## src/sv/lsss_pkg.sv

```systemverilog
// ----------------------------------------------------------------------------
// lsss_pkg
// Shared types and constants for the line segment set statistics block.
// ----------------------------------------------------------------------------
package lsss_pkg;

    localparam int ANG_FRAC     = 24;
    localparam int CORDIC_STEPS = 24;
    localparam int TAB_IW       = 5;

    // degrees with ANG_FRAC fraction bits
    localparam logic [31:0] ANG_90  = 32'd1509949440;
    localparam logic [31:0] ANG_180 = 32'd3019898880;

    // result field widths
    localparam int CNT_OW = 11;
    localparam int MX_OW  = 16;
    localparam int MY_OW  = 16;
    localparam int LEN_OW = 17;
    localparam int ANG_OW = 12;

    typedef struct packed {
        logic has_seg;
        logic last;
        logic neg;      // y_start < y_end, angle folds to 180 - theta
    } t_seg_flags;

    typedef logic [31:0] t_atan_tab [CORDIC_STEPS];

    localparam t_atan_tab ATAN_TAB = '{
        32'd754974720, 32'd445687602, 32'd235489089, 32'd119537938,
        32'd60000934,  32'd30029717,  32'd15018523,  32'd7509720,
        32'd3754917,   32'd1877466,   32'd938734,    32'd469367,
        32'd234684,    32'd117342,    32'd58671,     32'd29335,
        32'd14668,     32'd7334,      32'd3667,      32'd1833,
        32'd917,       32'd458,       32'd229,       32'd115
    };

endpackage

```

## src/sv/lsss_front.sv

```systemverilog
// ----------------------------------------------------------------------------
// lsss_front
// Accepts segment words and reduces them to midpoints, absolute deltas
// and flags for the queue.
// ----------------------------------------------------------------------------
module lsss_front #(
    parameter int CW = 12
) (
    input  logic                  i_valid,
    output logic                  o_ready,
    input  logic [CW-1:0]         i_x_start,
    input  logic [CW-1:0]         i_y_start,
    input  logic [CW-1:0]         i_x_end,
    input  logic [CW-1:0]         i_y_end,
    input  logic                  i_has_segment,
    input  logic                  i_last,
    input  logic                  i_full,
    output logic                  o_push,
    output logic [CW-1:0]         o_mid_x,
    output logic [CW-1:0]         o_mid_y,
    output logic [CW-1:0]         o_adx,
    output logic [CW-1:0]         o_ady,
    output lsss_pkg::t_seg_flags  o_flags
);
    import lsss_pkg::*;

    logic [CW:0] sum_x;
    logic [CW:0] sum_y;

    assign o_ready = !i_full;
    assign o_push  = i_valid && !i_full;

    assign sum_x   = {1'b0, i_x_start} + {1'b0, i_x_end};
    assign sum_y   = {1'b0, i_y_start} + {1'b0, i_y_end};
    assign o_mid_x = sum_x[CW:1];
    assign o_mid_y = sum_y[CW:1];

    assign o_adx = (i_x_end >= i_x_start) ? i_x_end - i_x_start : i_x_start - i_x_end;
    assign o_ady = (i_y_start >= i_y_end) ? i_y_start - i_y_end : i_y_end - i_y_start;

    assign o_flags.has_seg = i_has_segment;
    assign o_flags.last    = i_last;
    assign o_flags.neg     = i_y_start < i_y_end;

endmodule

```

## src/sv/lsss_fifo.sv

```systemverilog
// ----------------------------------------------------------------------------
// lsss_fifo
// Four-entry queue between the front and back parts.
// ----------------------------------------------------------------------------
module lsss_fifo #(
    parameter int DW = 8
) (
    input  logic          i_clk,
    input  logic          i_rst_n,
    input  logic          i_push,
    input  logic [DW-1:0] i_data,
    output logic          o_full,
    input  logic          i_pop,
    output logic          o_empty,
    output logic [DW-1:0] o_data
);
    import lsss_pkg::*;

    localparam int DEPTH = 4;
    localparam int PW    = $clog2(DEPTH);

    logic [DW-1:0] r_mem [DEPTH];
    logic [PW:0]   r_wr;
    logic [PW:0]   r_rd;

    assign o_empty = r_wr == r_rd;
    assign o_full  = (r_wr[PW] != r_rd[PW]) && (r_wr[PW-1:0] == r_rd[PW-1:0]);
    assign o_data  = r_mem[r_rd[PW-1:0]];

    always_ff @(posedge i_clk) begin
        if (i_push && !o_full) begin
            r_mem[r_wr[PW-1:0]] <= i_data;
        end
    end

    always_ff @(posedge i_clk) begin
        if (!i_rst_n) begin
            r_wr <= '0;
            r_rd <= '0;
        end else begin
            if (i_push && !o_full) begin
                r_wr <= r_wr + 1'b1;
            end
            if (i_pop && !o_empty) begin
                r_rd <= r_rd + 1'b1;
            end
        end
    end

endmodule

```

## src/sv/lsss_back.sv

```systemverilog
// ----------------------------------------------------------------------------
// lsss_back
// Per-segment length (bit-serial square root) and angle (CORDIC), running
// sums, and serial division of the sums on the closing word.
// ----------------------------------------------------------------------------
module lsss_back #(
    parameter int CW           = 12,
    parameter int MAX_SEGMENTS = 1024,
    parameter int FRAC_BITS    = 4
) (
    input  logic                          i_clk,
    input  logic                          i_rst_n,
    input  logic                          i_empty,
    output logic                          o_pop,
    input  logic [CW-1:0]                 i_mid_x,
    input  logic [CW-1:0]                 i_mid_y,
    input  logic [CW-1:0]                 i_adx,
    input  logic [CW-1:0]                 i_ady,
    input  lsss_pkg::t_seg_flags          i_flags,
    output logic                          o_valid,
    input  logic                          i_ready,
    output logic [lsss_pkg::CNT_OW-1:0]   o_count,
    output logic                          o_found,
    output logic [lsss_pkg::MX_OW-1:0]    o_mean_mid_x,
    output logic [lsss_pkg::MY_OW-1:0]    o_mean_mid_y,
    output logic [lsss_pkg::LEN_OW-1:0]   o_mean_length,
    output logic [lsss_pkg::ANG_OW-1:0]   o_mean_angle,
    output logic                          o_overflowed
);
    import lsss_pkg::*;

    localparam int CNTW   = $clog2(MAX_SEGMENTS + 1);
    localparam int SQW    = (2 * CW + 2 + 2 * FRAC_BITS) / 2;
    localparam int RADW   = 2 * SQW;
    localparam int XW     = CW + ANG_FRAC + 3;
    localparam int AW     = 8 + FRAC_BITS;
    localparam int SMW    = CW + CNTW;
    localparam int SLW    = SQW + CNTW;
    localparam int SAW    = AW + CNTW;
    localparam int DV0    = (SMW + FRAC_BITS > SLW) ? SMW + FRAC_BITS : SLW;
    localparam int DW     = (DV0 > SAW) ? DV0 : SAW;
    localparam int DSW    = $clog2(DW);
    localparam int LOOP_N = (SQW > CORDIC_STEPS) ? SQW : CORDIC_STEPS;
    localparam int ITW    = $clog2(LOOP_N);

    typedef enum logic [5:0] {
        S_IDLE = 6'b000001,
        S_SQR  = 6'b000010,
        S_ITER = 6'b000100,
        S_ACC  = 6'b001000,
        S_WAIT = 6'b010000,
        S_DIV  = 6'b100000
    } t_state;

    t_state r_state;

    logic [CW-1:0]   r_mid_x, r_mid_y, r_adx, r_ady;
    t_seg_flags      r_flags;
    logic [CNTW-1:0] r_cnt;
    logic [SMW-1:0]  r_sum_mx, r_sum_my;
    logic [SLW-1:0]  r_sum_len;
    logic [SAW-1:0]  r_sum_ang;
    logic            r_drop;

    logic [RADW-1:0]        r_rad;
    logic [SQW+1:0]         r_rem;
    logic [SQW-1:0]         r_root;
    logic signed [XW-1:0]   r_x, r_y;
    logic signed [31:0]     r_z;
    logic [ITW-1:0]         r_i;

    logic [DW-1:0]   r_dvd;
    logic [CNTW-1:0] r_drem;
    logic [DSW-1:0]  r_dstep;
    logic [1:0]      r_dsel;
    logic            r_ovalid;

    // square-root step
    logic [SQW+1:0] sq_sh, sq_trial;
    logic [2*CW:0]  d2;
    // cordic step
    logic signed [XW-1:0] xs, ys;
    logic [31:0]          atan_v;
    // accumulate
    logic [30:0] theta;
    logic [31:0] ang;
    logic [AW-1:0] angv;
    // divide step
    logic [CNTW:0]   dv_sh;
    logic            dv_q;
    logic [DW-1:0]   quot;
    logic [DW-1:0]   next_dvd;
    logic            full;
    logic            res_done;

    assign full  = r_cnt >= CNTW'(MAX_SEGMENTS);
    assign o_pop = (r_state == S_IDLE) && !i_empty;

    // result word completes: empty set at once, else after the last division
    assign res_done = ((r_state == S_WAIT) && (!r_ovalid || i_ready) && (r_cnt == '0))
                   || ((r_state == S_DIV) && (int'(r_dstep) == DW - 1) && (r_dsel == 2'd3));

    assign d2 = (2*CW+1)'(r_adx * r_adx) + (2*CW+1)'(r_ady * r_ady);

    assign sq_sh    = {r_rem[SQW-1:0], r_rad[RADW-1 -: 2]};
    assign sq_trial = {r_root, 2'b01};

    assign xs     = r_x >>> r_i;
    assign ys     = r_y >>> r_i;
    assign atan_v = ATAN_TAB[r_i[TAB_IW-1:0]];

    always_comb begin
        if (r_ady == '0) begin
            theta = '0;
        end else if (r_adx == '0) begin
            theta = ANG_90[30:0];
        end else if (r_z < 0) begin
            theta = '0;
        end else if (r_z > $signed(ANG_90)) begin
            theta = ANG_90[30:0];
        end else begin
            theta = r_z[30:0];
        end
        ang  = r_flags.neg ? ANG_180 - {1'b0, theta} : {1'b0, theta};
        angv = AW'(ang >> (ANG_FRAC - FRAC_BITS));
    end

    assign dv_sh = {r_drem, r_dvd[DW-1]};
    assign dv_q  = dv_sh >= {1'b0, r_cnt};
    assign quot  = {r_dvd[DW-2:0], dv_q};

    always_comb begin
        case (r_dsel)
            2'd0:    next_dvd = DW'({r_sum_my, FRAC_BITS'(0)});
            2'd1:    next_dvd = DW'(r_sum_len);
            default: next_dvd = DW'(r_sum_ang);
        endcase
    end

    always_ff @(posedge i_clk) begin
        if (o_pop) begin
            r_mid_x <= i_mid_x;
            r_mid_y <= i_mid_y;
            r_adx   <= i_adx;
            r_ady   <= i_ady;
            r_flags <= i_flags;
        end
        if (r_state == S_SQR) begin
            r_rad  <= RADW'(d2) << (2 * FRAC_BITS);
            r_rem  <= '0;
            r_root <= '0;
            r_x    <= $signed(XW'(r_adx)) <<< ANG_FRAC;
            r_y    <= $signed(XW'(r_ady)) <<< ANG_FRAC;
            r_z    <= '0;
        end
        if (r_state == S_ITER) begin
            if (int'(r_i) < SQW) begin
                r_rad <= r_rad << 2;
                if (sq_sh >= sq_trial) begin
                    r_rem  <= sq_sh - sq_trial;
                    r_root <= {r_root[SQW-2:0], 1'b1};
                end else begin
                    r_rem  <= sq_sh;
                    r_root <= {r_root[SQW-2:0], 1'b0};
                end
            end
            if (int'(r_i) < CORDIC_STEPS) begin
                if (r_y > 0) begin
                    r_x <= r_x + ys;
                    r_y <= r_y - xs;
                    r_z <= r_z + $signed(atan_v);
                end else begin
                    r_x <= r_x - ys;
                    r_y <= r_y + xs;
                    r_z <= r_z - $signed(atan_v);
                end
            end
        end
        if (r_state == S_WAIT) begin
            r_dvd   <= DW'({r_sum_mx, FRAC_BITS'(0)});
            r_drem  <= '0;
            r_dstep <= '0;
        end
        if (r_state == S_DIV) begin
            if (int'(r_dstep) == DW - 1) begin
                r_dvd   <= next_dvd;
                r_drem  <= '0;
                r_dstep <= '0;
                case (r_dsel)
                    2'd0:    o_mean_mid_x  <= MX_OW'(quot);
                    2'd1:    o_mean_mid_y  <= MY_OW'(quot);
                    2'd2:    o_mean_length <= LEN_OW'(quot);
                    default: o_mean_angle  <= ANG_OW'(quot);
                endcase
            end else begin
                r_drem  <= dv_q ? CNTW'(dv_sh - {1'b0, r_cnt}) : CNTW'(dv_sh);
                r_dvd   <= quot;
                r_dstep <= r_dstep + 1'b1;
            end
        end
        if (r_state == S_WAIT && (!r_ovalid || i_ready)) begin
            o_count      <= CNT_OW'(r_cnt);
            o_found      <= r_cnt != '0;
            o_overflowed <= r_drop;
            if (r_cnt == '0) begin
                o_mean_mid_x  <= '0;
                o_mean_mid_y  <= '0;
                o_mean_length <= '0;
                o_mean_angle  <= '0;
            end
        end
    end

    always_ff @(posedge i_clk) begin
        if (!i_rst_n) begin
            r_state   <= S_IDLE;
            r_cnt     <= '0;
            r_sum_mx  <= '0;
            r_sum_my  <= '0;
            r_sum_len <= '0;
            r_sum_ang <= '0;
            r_drop    <= 1'b0;
            r_i       <= '0;
            r_dsel    <= '0;
            r_ovalid  <= 1'b0;
        end else begin
            if (res_done) begin
                r_ovalid <= 1'b1;
            end else if (i_ready) begin
                r_ovalid <= 1'b0;
            end
            unique case (r_state)
                S_IDLE: begin
                    if (!i_empty) begin
                        if (i_flags.has_seg && !full) begin
                            r_state <= S_SQR;
                        end else begin
                            if (i_flags.has_seg) begin
                                r_drop <= 1'b1;
                            end
                            r_state <= i_flags.last ? S_WAIT : S_IDLE;
                        end
                    end
                end
                S_SQR: begin
                    r_i     <= '0;
                    r_state <= S_ITER;
                end
                S_ITER: begin
                    r_i <= r_i + 1'b1;
                    if (int'(r_i) == LOOP_N - 1) begin
                        r_state <= S_ACC;
                    end
                end
                S_ACC: begin
                    r_sum_mx  <= r_sum_mx + SMW'(r_mid_x);
                    r_sum_my  <= r_sum_my + SMW'(r_mid_y);
                    r_sum_len <= r_sum_len + SLW'(r_root);
                    r_sum_ang <= r_sum_ang + SAW'(angv);
                    r_cnt     <= r_cnt + 1'b1;
                    r_state   <= r_flags.last ? S_WAIT : S_IDLE;
                end
                S_WAIT: begin
                    if (!r_ovalid || i_ready) begin
                        r_dsel <= '0;
                        if (r_cnt == '0) begin
                            r_drop   <= 1'b0;
                            r_state  <= S_IDLE;
                        end else begin
                            r_state <= S_DIV;
                        end
                    end
                end
                S_DIV: begin
                    if (int'(r_dstep) == DW - 1) begin
                        r_dsel <= r_dsel + 1'b1;
                        if (r_dsel == 2'd3) begin
                            r_cnt     <= '0;
                            r_sum_mx  <= '0;
                            r_sum_my  <= '0;
                            r_sum_len <= '0;
                            r_sum_ang <= '0;
                            r_drop    <= 1'b0;
                            r_state   <= S_IDLE;
                        end
                    end
                end
                default: r_state <= S_IDLE;
            endcase
        end
    end

    assign o_valid = r_ovalid;

endmodule

```

## src/sv/line_segment_set_statistics.sv

```systemverilog
// ----------------------------------------------------------------------------
// line_segment_set_statistics
// Running statistics over a set of line segments: count, mean midpoint,
// mean length and mean angle, reported on the closing word.
// ----------------------------------------------------------------------------
// channel | direction | tdata                            | tuser / tlast
// s_axis  | in        | x_start,y_start,x_end,y_end      | has_segment / last
// m_axis  | out       | count,mid_x,mid_y,length,angle   | found,overflowed
//
// In the back part a segment is popped, set up, iterated (CORDIC and square
// root iterate together) and accumulated before the next one is popped.
// The closing word adds four serial divisions, one quotient bit a cycle.
// Reset is synchronous, active low; no clearing pass is needed.
// A four-word queue lets input words in while the back part iterates, and
// the result register lets the next set start while a result stalls.
module line_segment_set_statistics #(
    parameter int COORD_BITS   = 12,
    parameter int MAX_SEGMENTS = 1024,
    parameter int FRAC_BITS    = 4
) (
    input  logic                           i_clk,
    input  logic                           i_rst_n,
    input  logic                           s_axis_tvalid,
    output logic                           s_axis_tready,
    // x_start, y_start, x_end, y_end, zero fill
    input  logic [((4*COORD_BITS+7)/8)*8-1:0] s_axis_tdata,
    // has_segment
    input  logic                           s_axis_tuser,
    input  logic                           s_axis_tlast,
    output logic                           m_axis_tvalid,
    input  logic                           m_axis_tready,
    // segment_count, mean_mid_x, mean_mid_y, mean_length, mean_angle
    output logic [71:0]                    m_axis_tdata,
    // found, overflowed
    output logic [1:0]                     m_axis_tuser
);
    import lsss_pkg::*;

    localparam int CW = COORD_BITS;
    localparam int QW = 4 * CW + $bits(t_seg_flags);

    logic            push, full, pop, empty;
    logic [CW-1:0]   f_mid_x, f_mid_y, f_adx, f_ady;
    t_seg_flags      f_flags, b_flags;
    logic [QW-1:0]   q_in, q_out;
    logic [CW-1:0]   b_mid_x, b_mid_y, b_adx, b_ady;

    logic [CNT_OW-1:0] count;
    logic              found, ovf;
    logic [MX_OW-1:0]  mx;
    logic [MY_OW-1:0]  my;
    logic [LEN_OW-1:0] len;
    logic [ANG_OW-1:0] ang;

    lsss_front #(.CW(CW)) u_front (
        .i_valid       (s_axis_tvalid),
        .o_ready       (s_axis_tready),
        .i_x_start     (s_axis_tdata[CW-1:0]),
        .i_y_start     (s_axis_tdata[2*CW-1:CW]),
        .i_x_end       (s_axis_tdata[3*CW-1:2*CW]),
        .i_y_end       (s_axis_tdata[4*CW-1:3*CW]),
        .i_has_segment (s_axis_tuser),
        .i_last        (s_axis_tlast),
        .i_full        (full),
        .o_push        (push),
        .o_mid_x       (f_mid_x),
        .o_mid_y       (f_mid_y),
        .o_adx         (f_adx),
        .o_ady         (f_ady),
        .o_flags       (f_flags)
    );

    assign q_in = {f_flags, f_mid_x, f_mid_y, f_adx, f_ady};

    lsss_fifo #(.DW(QW)) u_fifo (
        .i_clk   (i_clk),
        .i_rst_n (i_rst_n),
        .i_push  (push),
        .i_data  (q_in),
        .o_full  (full),
        .i_pop   (pop),
        .o_empty (empty),
        .o_data  (q_out)
    );

    assign {b_flags, b_mid_x, b_mid_y, b_adx, b_ady} = q_out;

    lsss_back #(
        .CW           (CW),
        .MAX_SEGMENTS (MAX_SEGMENTS),
        .FRAC_BITS    (FRAC_BITS)
    ) u_back (
        .i_clk         (i_clk),
        .i_rst_n       (i_rst_n),
        .i_empty       (empty),
        .o_pop         (pop),
        .i_mid_x       (b_mid_x),
        .i_mid_y       (b_mid_y),
        .i_adx         (b_adx),
        .i_ady         (b_ady),
        .i_flags       (b_flags),
        .o_valid       (m_axis_tvalid),
        .i_ready       (m_axis_tready),
        .o_count       (count),
        .o_found       (found),
        .o_mean_mid_x  (mx),
        .o_mean_mid_y  (my),
        .o_mean_length (len),
        .o_mean_angle  (ang),
        .o_overflowed  (ovf)
    );

    assign m_axis_tdata = {ang, len, my, mx, count};
    assign m_axis_tuser = {ovf, found};

endmodule

```

## config.mk

```make
export PLATFORM = sky130hd
export DESIGN_NAME = line_segment_set_statistics
export DESIGN_NICKNAME = d
export VERILOG_FILES = /design/src/sv/lsss_pkg.sv /design/src/sv/lsss_front.sv /design/src/sv/lsss_fifo.sv /design/src/sv/lsss_back.sv /design/src/sv/line_segment_set_statistics.sv
export SDC_FILE = /design/constraint.sdc
export NUM_CORES = 2
export LEC_CHECK = 0
export BUFFER_PORTS_ARGS = -buffer_cell sky130_fd_sc_hd__buf_2
export CORE_MARGIN = 5
export CORE_UTILIZATION = 55
export DETAILED_ROUTE_END_ITERATION = 8
export PLACE_DENSITY = 0.74
export REMOVE_ABC_BUFFERS = 1
export SETUP_SLACK_MARGIN = 0.5
export SLEW_MARGIN = 20
export SYNTH_ARGS = -nofsm -noshare
export SYNTH_HDL_FRONTEND = slang
export SYNTH_HIERARCHICAL = 1
export SYNTH_SLANG_ARGS = --single-unit
```

## constraint.sdc

```tcl
create_clock -name i_clk -period 7.5 [get_ports i_clk]
set_input_delay 0.75 -clock i_clk [delete_from_list [all_inputs] [get_ports i_clk]]
set_output_delay 0.75 -clock i_clk [all_outputs]
set_load 0.02 [all_outputs]
```

## Word level (Yosys, flattened, before mapping)

Memories as Yosys holds them, arrays and structs flattened. A register that Yosys moved wholly into a read port is not among the register bits.
Cells that the tools add are included.

- $lt $le $gt $ge: 12
- Shift operators: 2
- Mux-type cells: 102
- $mul: 2
- Equality and inequality tests: 22
- Reductions and logical operators: 31
- $add $sub $neg: 26
- Bitwise operators: 1

Operators with widths:

| kind | count |
|---|---|
| $mux 39 | 8 |
| $mux 32 | 7 |
| $mux 16 | 10 |
| $mux 28 | 5 |
| $pmux 23 s2 | 3 |
| $mux 17 | 8 |
| $mux 31 | 4 |
| $pmux 28 s2 | 2 |
| $mux 34 | 3 |
| $mux 12 | 7 |
| $add 39x39->39 | 2 |
| $sshr 39x5->39 | 2 |
| $sub 39x39->39 | 2 |
| $mux 19 | 4 |
| $add 23x12->23 | 3 |
| $mux 11 | 6 |
| $mul 12x12->24 | 2 |
| $sub 12x12->12 | 4 |
| $mux 23 | 2 |
| $mux 6 | 7 |
| $gt 39x1->1 const B | 1 |
| $pmux 6 s6 | 1 |
| $add 32x32->32 | 1 |
| $gt 32x32->1 const B | 1 |
| 54 further kinds | 103 |

- Output and inout bits: 76
- Memories: 2
- Bits of input ports: 54
- Memory bits (writable): 204
- Memory bits (read-only): 1024
- Flip-flop bits (word level): 477

Memory list:

| name | words | bits a word | read ports | clocked after memory_dff | write ports | line | RTL |
|---|---|---|---|---|---|---|---|
| (no name shown) | 32 | 32 | 1 | 0 | 0 | lsss_back.sv:110 | `assign atan_v = ATAN_TAB[r_i[TAB_IW-1:0]];` |
| u_fifo.r_mem | 4 | 51 | 1 | 1 | 1 | lsss_fifo.sv:22 | `logic [DW-1:0] r_mem [DEPTH];` |

## Logic depth before layout (Yosys ltp)

- Word-level depth: 9
- Mapped depth: 31
- Depth with buffers taken out: 27

## Modules after synthesis

Netlist, hierarchy kept.

By module, submodules not included:

| module | cells each | area an instance (um2) | times used | sequential area each (um2) |
|---|---|---|---|---|
| lsss_back | 5149 | 43085.1 | 1 | 10460.0 |
| lsss_fifo | 335 | 7901.3 | 1 | 6286.0 |
| lsss_front | 474 | 3328.2 | 1 | 0.0 |
| line_segment_set_statistics | 2 | 15.0 | 1 | 0.0 |

## Worst setup path before layout

Ideal clock, no wire load.

- Path type: reg2reg
- Start point: reg u_back.r_ady[8]
- End point: reg u_back.r_rad[32]
- Path buffers: 1
- Data arrival time: 6381 ps
- Data required time: 7369 ps
- Setup time: 131 ps
- Slack: 988 ps
- Stages on the path, launching flop included: 24
- Cell sequence: edfxtp_1 clkbuf_1 and2_1 inv_1 fa_1 fa_1 fa_1 inv_1 fa_1 fa_1 fa_1 inv_1 fa_1 inv_1 ha_1 o21ai_0 a21o_1 o31ai_1 o21ai_0 o21ai_0 nand2_1 a21oi_1 mux2i_1 o21ai_0

- Cells in the longest elaborated chain, start to end: 5

Ends and longest elaborated chain:

| what | line | RTL |
|---|---|---|
| start: declaration | lsss_back.sv:57 | `logic [CW-1:0] r_mid_x, r_mid_y, r_adx, r_ady;` |
| start signal: assignment | lsss_back.sv:145 | `r_ady <= i_ady;` |
| $mul 12x12->24 * | lsss_back.sv:103 | `assign d2 = (2*CW+1)'(r_adx * r_adx) + (2*CW+1)'(r_ady * r_ady);` |
| $add 24x24->25 * | lsss_back.sv:103 |  |
| $mux 34 * | lsss_back.sv:148 | `if (r_state == S_SQR) begin` |
| $mux 34 | lsss_back.sv:157 | `if (int'(r_i) < SQW) begin` |
| $mux 34 * | lsss_back.sv:156 | `if (r_state == S_ITER) begin` |
| end signal: assignment | lsss_back.sv:149 | `r_rad <= RADW'(d2) << (2 * FRAC_BITS);` |
| end signal: assignment | lsss_back.sv:158 | `r_rad <= r_rad << 2;` |
| end: declaration | lsss_back.sv:65 | `logic [RADW-1:0] r_rad;` |

Mark *: on every way between the ends. The rest lies on a longest branch, timed or not.
A chain may end at the register's enable or synchronous reset.

## Worst setup path in the final report

- Start point: reg u_back.r_adx[0]
- End point: reg u_back.r_rad[32]

- Cells in the longest elaborated chain, start to end: 5

Ends and longest elaborated chain:

| what | line | RTL |
|---|---|---|
| start: declaration | lsss_back.sv:57 |  |
| start signal: assignment | lsss_back.sv:144 | `r_adx <= i_adx;` |
| $mul 12x12->24 * | lsss_back.sv:103 |  |
| $add 24x24->25 * | lsss_back.sv:103 |  |
| $mux 34 * | lsss_back.sv:148 |  |
| $mux 34 | lsss_back.sv:157 |  |
| $mux 34 * | lsss_back.sv:156 |  |

Marked as above.

==> flow_metrics.py <==
metrics = {
    "routing": {
        "antenna_left": 0,
        "drt_iter0_markers": 4413,
        "routedWlPerCell_microns": 21.5,
        "drc_errors": 0,
        "dr.pass1.iters": 6,
        "drt-vias-per-instance": 6.24,
        "num_vias": 45800,
        "drt_wl_total_microns": 158000,
    },
    "cts": {
        "path_clk_slew_ps": 60,
        "cts.sinks": 681,
        "cts_tree": "done",
        "htree_levels": 3,
        "cts_buffers": 76,
        "clock_latency_ps": 660,
        "clockBufferDepth": 3,
        "cts-root-buf": "clkbuf_16",
    },
    "grt": {
        "grt_overflow": 0,
        "grt_max_degree": 95,
        "grt_antenna_before_repair": 5,
        "grt_pass1_wl_microns": 246000,
        "grt_use_total": 0.294,
        "first_global_vias": 43800,
    },
    "die": {
        "fp.coreArea_sq_um": 98300,
        "io_pins": 130,
        "die_y_microns": 324,
        "start_util": 0.553,
        "num_rows": 115,
        "die_x_microns": 324,
        "die_area_sq_um": 105000,
    },
    "yosys": {
        "seq_area_frac_synth": 0.308,
        "syn_avg_cell_area_sq_um": 9.12,
        "async_flop_share": 0,
        "synth_edf_count": 311,
        "ys.flop_type": "dfxtp_1",
        "ys_ff_latch": 681,
        "synth_area_sq_um": 54300,
        "synthCells": 5960,
        "yosysUniqueCellTypes": 100,
        "ys_warn_count": 6,
    },
    "timing": {
        "skew_ps": 24.9,
        "max_freq_mhz": 149,
        "worst_pin_slew_ps": 1160,
        "slew_viol_final": 0,
        "slew_headroom": 0.229,
        "setup_violations": 0,
        "setup_slack_ps": 807,
        "fin_crit_sh": 0.892,
        "rsz0062_at_grt": "true",
        "hold_viol": 0,
        "period_needed_ps": 6690,
    },
    "placement": {
        "place_inst": 7161,
        "post-place-ws_ps": 481,
        "io_buffers": 129,
        "dp_hpwl_microns": 118000,
        "gp_congestion": 1.04,
    },
    "worst_setup_path": {
        "worst_setup_path_start_kind": "register",
        "end_kind": "register",
        "crit_fanout": 14,
        "path_class": "reg -> reg",
        "critical_path_arrival_ps": 7200,
        "cp.required_ps": 8000,
    },
    "flow_run": {
        "maxCapViolations": 0,
    },
    "final_layout": {
        "most-common-layout-cells": "nand2_1, inv_1, a21oi_1, ha_1, o21ai_0",
        "fin_cells": 7342,
        "fillerInstances": 8328,
        "layout-drive-gt1-share": 0.106,
        "synthToLayoutAreaGrowth_pct": 8.90,
        "layout_commonest_cell": "nand2_1",
        "fin_nets": 6653,
    },
    "worst_hold_path": {
        "hold_path_class": "in -> reg",
    },
    "run_status": {
        "outcome": "completed",
    },
}
cells by family after synthesis:
family                     Yosys count  share of synthesized area
muxes                              262                     0.0773
buffers and inverters              813                     0.0588
adders and majority gates          608                      0.170
DFF                                681                      0.308
xor gates and xnor gates           329                     0.0530
AOI/OAI and AO/OA                 1499                      0.176
and+or+nand+nor                   1768                      0.157
metrics by stage:
stage,TNS [ps],utilization,cell area [sq um],hold WS [ps]
6_report,0,0.602,59200,310
5_1_grt,0,0.602,59200,292
4_1_cts,0,0.598,58800,279
3_5_place_dp,0,0.571,56200,416
3_3_place_gp,0,0.571,56100,416
2_1_floorplan,-628560,-,53000,407
worst max-delay path, cell delays in order (launching register included):
cell and delay, ps:
edfxtp_1 640, and2_1 310, fa_1 480, inv_1 50
fa_1 500, fa_1 450, fa_1 520, inv_1 50
fa_1 460, fa_1 540, inv_1 50, fa_1 560
inv_1 50, ha_1 320, o21ai_0 140, a21o_1 230
o31ai_4 330, o21ai_2 120, o21ai_1 160, nand2_1 110
a21oi_1 190, mux2i_1 200, o21ai_0 80
synthesized netlist by cell type, drive strengths merged, types with 20 or more instances:
| cell type | number | share of area |
|---|---|---|
| nand2 | 604 | 0.042 |
| inv | 500 | 0.035 |
| a21oi | 432 | 0.040 |
| ha | 392 | 0.090 |
| o21ai | 378 | 0.035 |
| dfxtp | 370 | 0.14 |
| nor2 | 328 | 0.023 |
| edfxtp | 311 | 0.17 |
| nand3 | 218 | 0.020 |
| fa | 216 | 0.080 |
| clkbuf | 213 | 0.015 |
| xnor2 | 184 | 0.030 |
| xor2 | 145 | 0.023 |
| mux4 | 121 | 0.050 |
| and2 | 107 | 0.012 |
| buf | 98 | 0.0094 |
| mux2i | 98 | 0.018 |
| nor3 | 96 | 0.0093 |
| a21o | 95 | 0.013 |
| nor2b | 93 | 0.011 |
| a22oi | 92 | 0.013 |
| a31oi | 52 | 0.0060 |
| nand2b | 50 | 0.0059 |
| a211oi | 48 | 0.0066 |
| and3 | 45 | 0.0052 |
| o31ai | 44 | 0.0062 |
| mux2 | 43 | 0.0091 |
| o21bai | 43 | 0.0059 |
| nor4 | 42 | 0.0050 |
| or3 | 42 | 0.0048 |
| nand4 | 40 | 0.0046 |
| o21a | 34 | 0.0047 |
| o211ai | 33 | 0.0046 |
| a211o | 23 | 0.0037 |
| or2 | 23 | 0.0026 |
| a21boi | 20 | 0.0028 |
| nor3b | 20 | 0.0029 |
routing by layer:
metal | GRT usage | wire [microns] | vias to the layer above
met5 | 0 | 27 | -
met4 | 0.147 | 9430 | 4
met3 | 0.0441 | 11900 | 446
met2 | 0.497 | 74500 | 1898
met1 | 0.370 | 62200 | 22100
li1 | - | - | 21400
state kept, by name, summed over array words and instances (netlist names), 16 cells and up, named ones only:
name,flops
u_back/r_sum_my,23
u_back/r_y,39
u_back/o_mean_mid_y,16
u_back/r_root,17
u_back/r_rad,34
u_back/r_sum_len,28
u_back/r_rem,17
u_back/r_sum_mx,23
u_back/r_x,39
u_back/o_mean_length,17
u_back/r_dvd,28
u_back/r_sum_ang,23
u_back/r_z,32
u_back/o_mean_mid_x,16
u_fifo/r_mem,204
path summary, 6_finish.rpt:
check | startpoint | endpoint | slack, ps | depth (start not counted)
setup reg to reg | u_back/r_adx[0] | u_back/r_rad[32] | 810 | 22
hold / removal | s_axis_tuser | u_fifo/r_mem[3][50] | 310 | 1
hold reg to reg | u_back/r_drop | u_back/o_overflowed | 420 | 0
setup / recovery | u_back/r_adx[0] | u_back/r_rad[32] | 810 | 22
area by class of cell:
type,count,area [sq um],share of cell area
timing repair buffer,264,1730,0.0292
sequential,681,16800,0.283
tap,1287,1610,0.0272
clock inverter,40,464,0.00785
inverter,502,1880,0.0318
antenna,1,2.50,0.0000423
multi-input combinational,4466,34500,0.583
clock buffer,101,2190,0.0370
repair_timing:
| action | in CTS | in global routing |
|---|---|---|
| endpoints found under the setup margin | 1 | 26 |
| hold buffers | 0 | 0 |
| gates resized for setup | 1 | 9 |
| setup buffers | 0 | 39 |
| gates cloned | 0 | 0 |
| hold endpoints to repair | 0 | 0 |
Power is left out: the tool's default activity adds up to more than one toggle a clock period on the data nets, which glitch-free logic cannot reach.
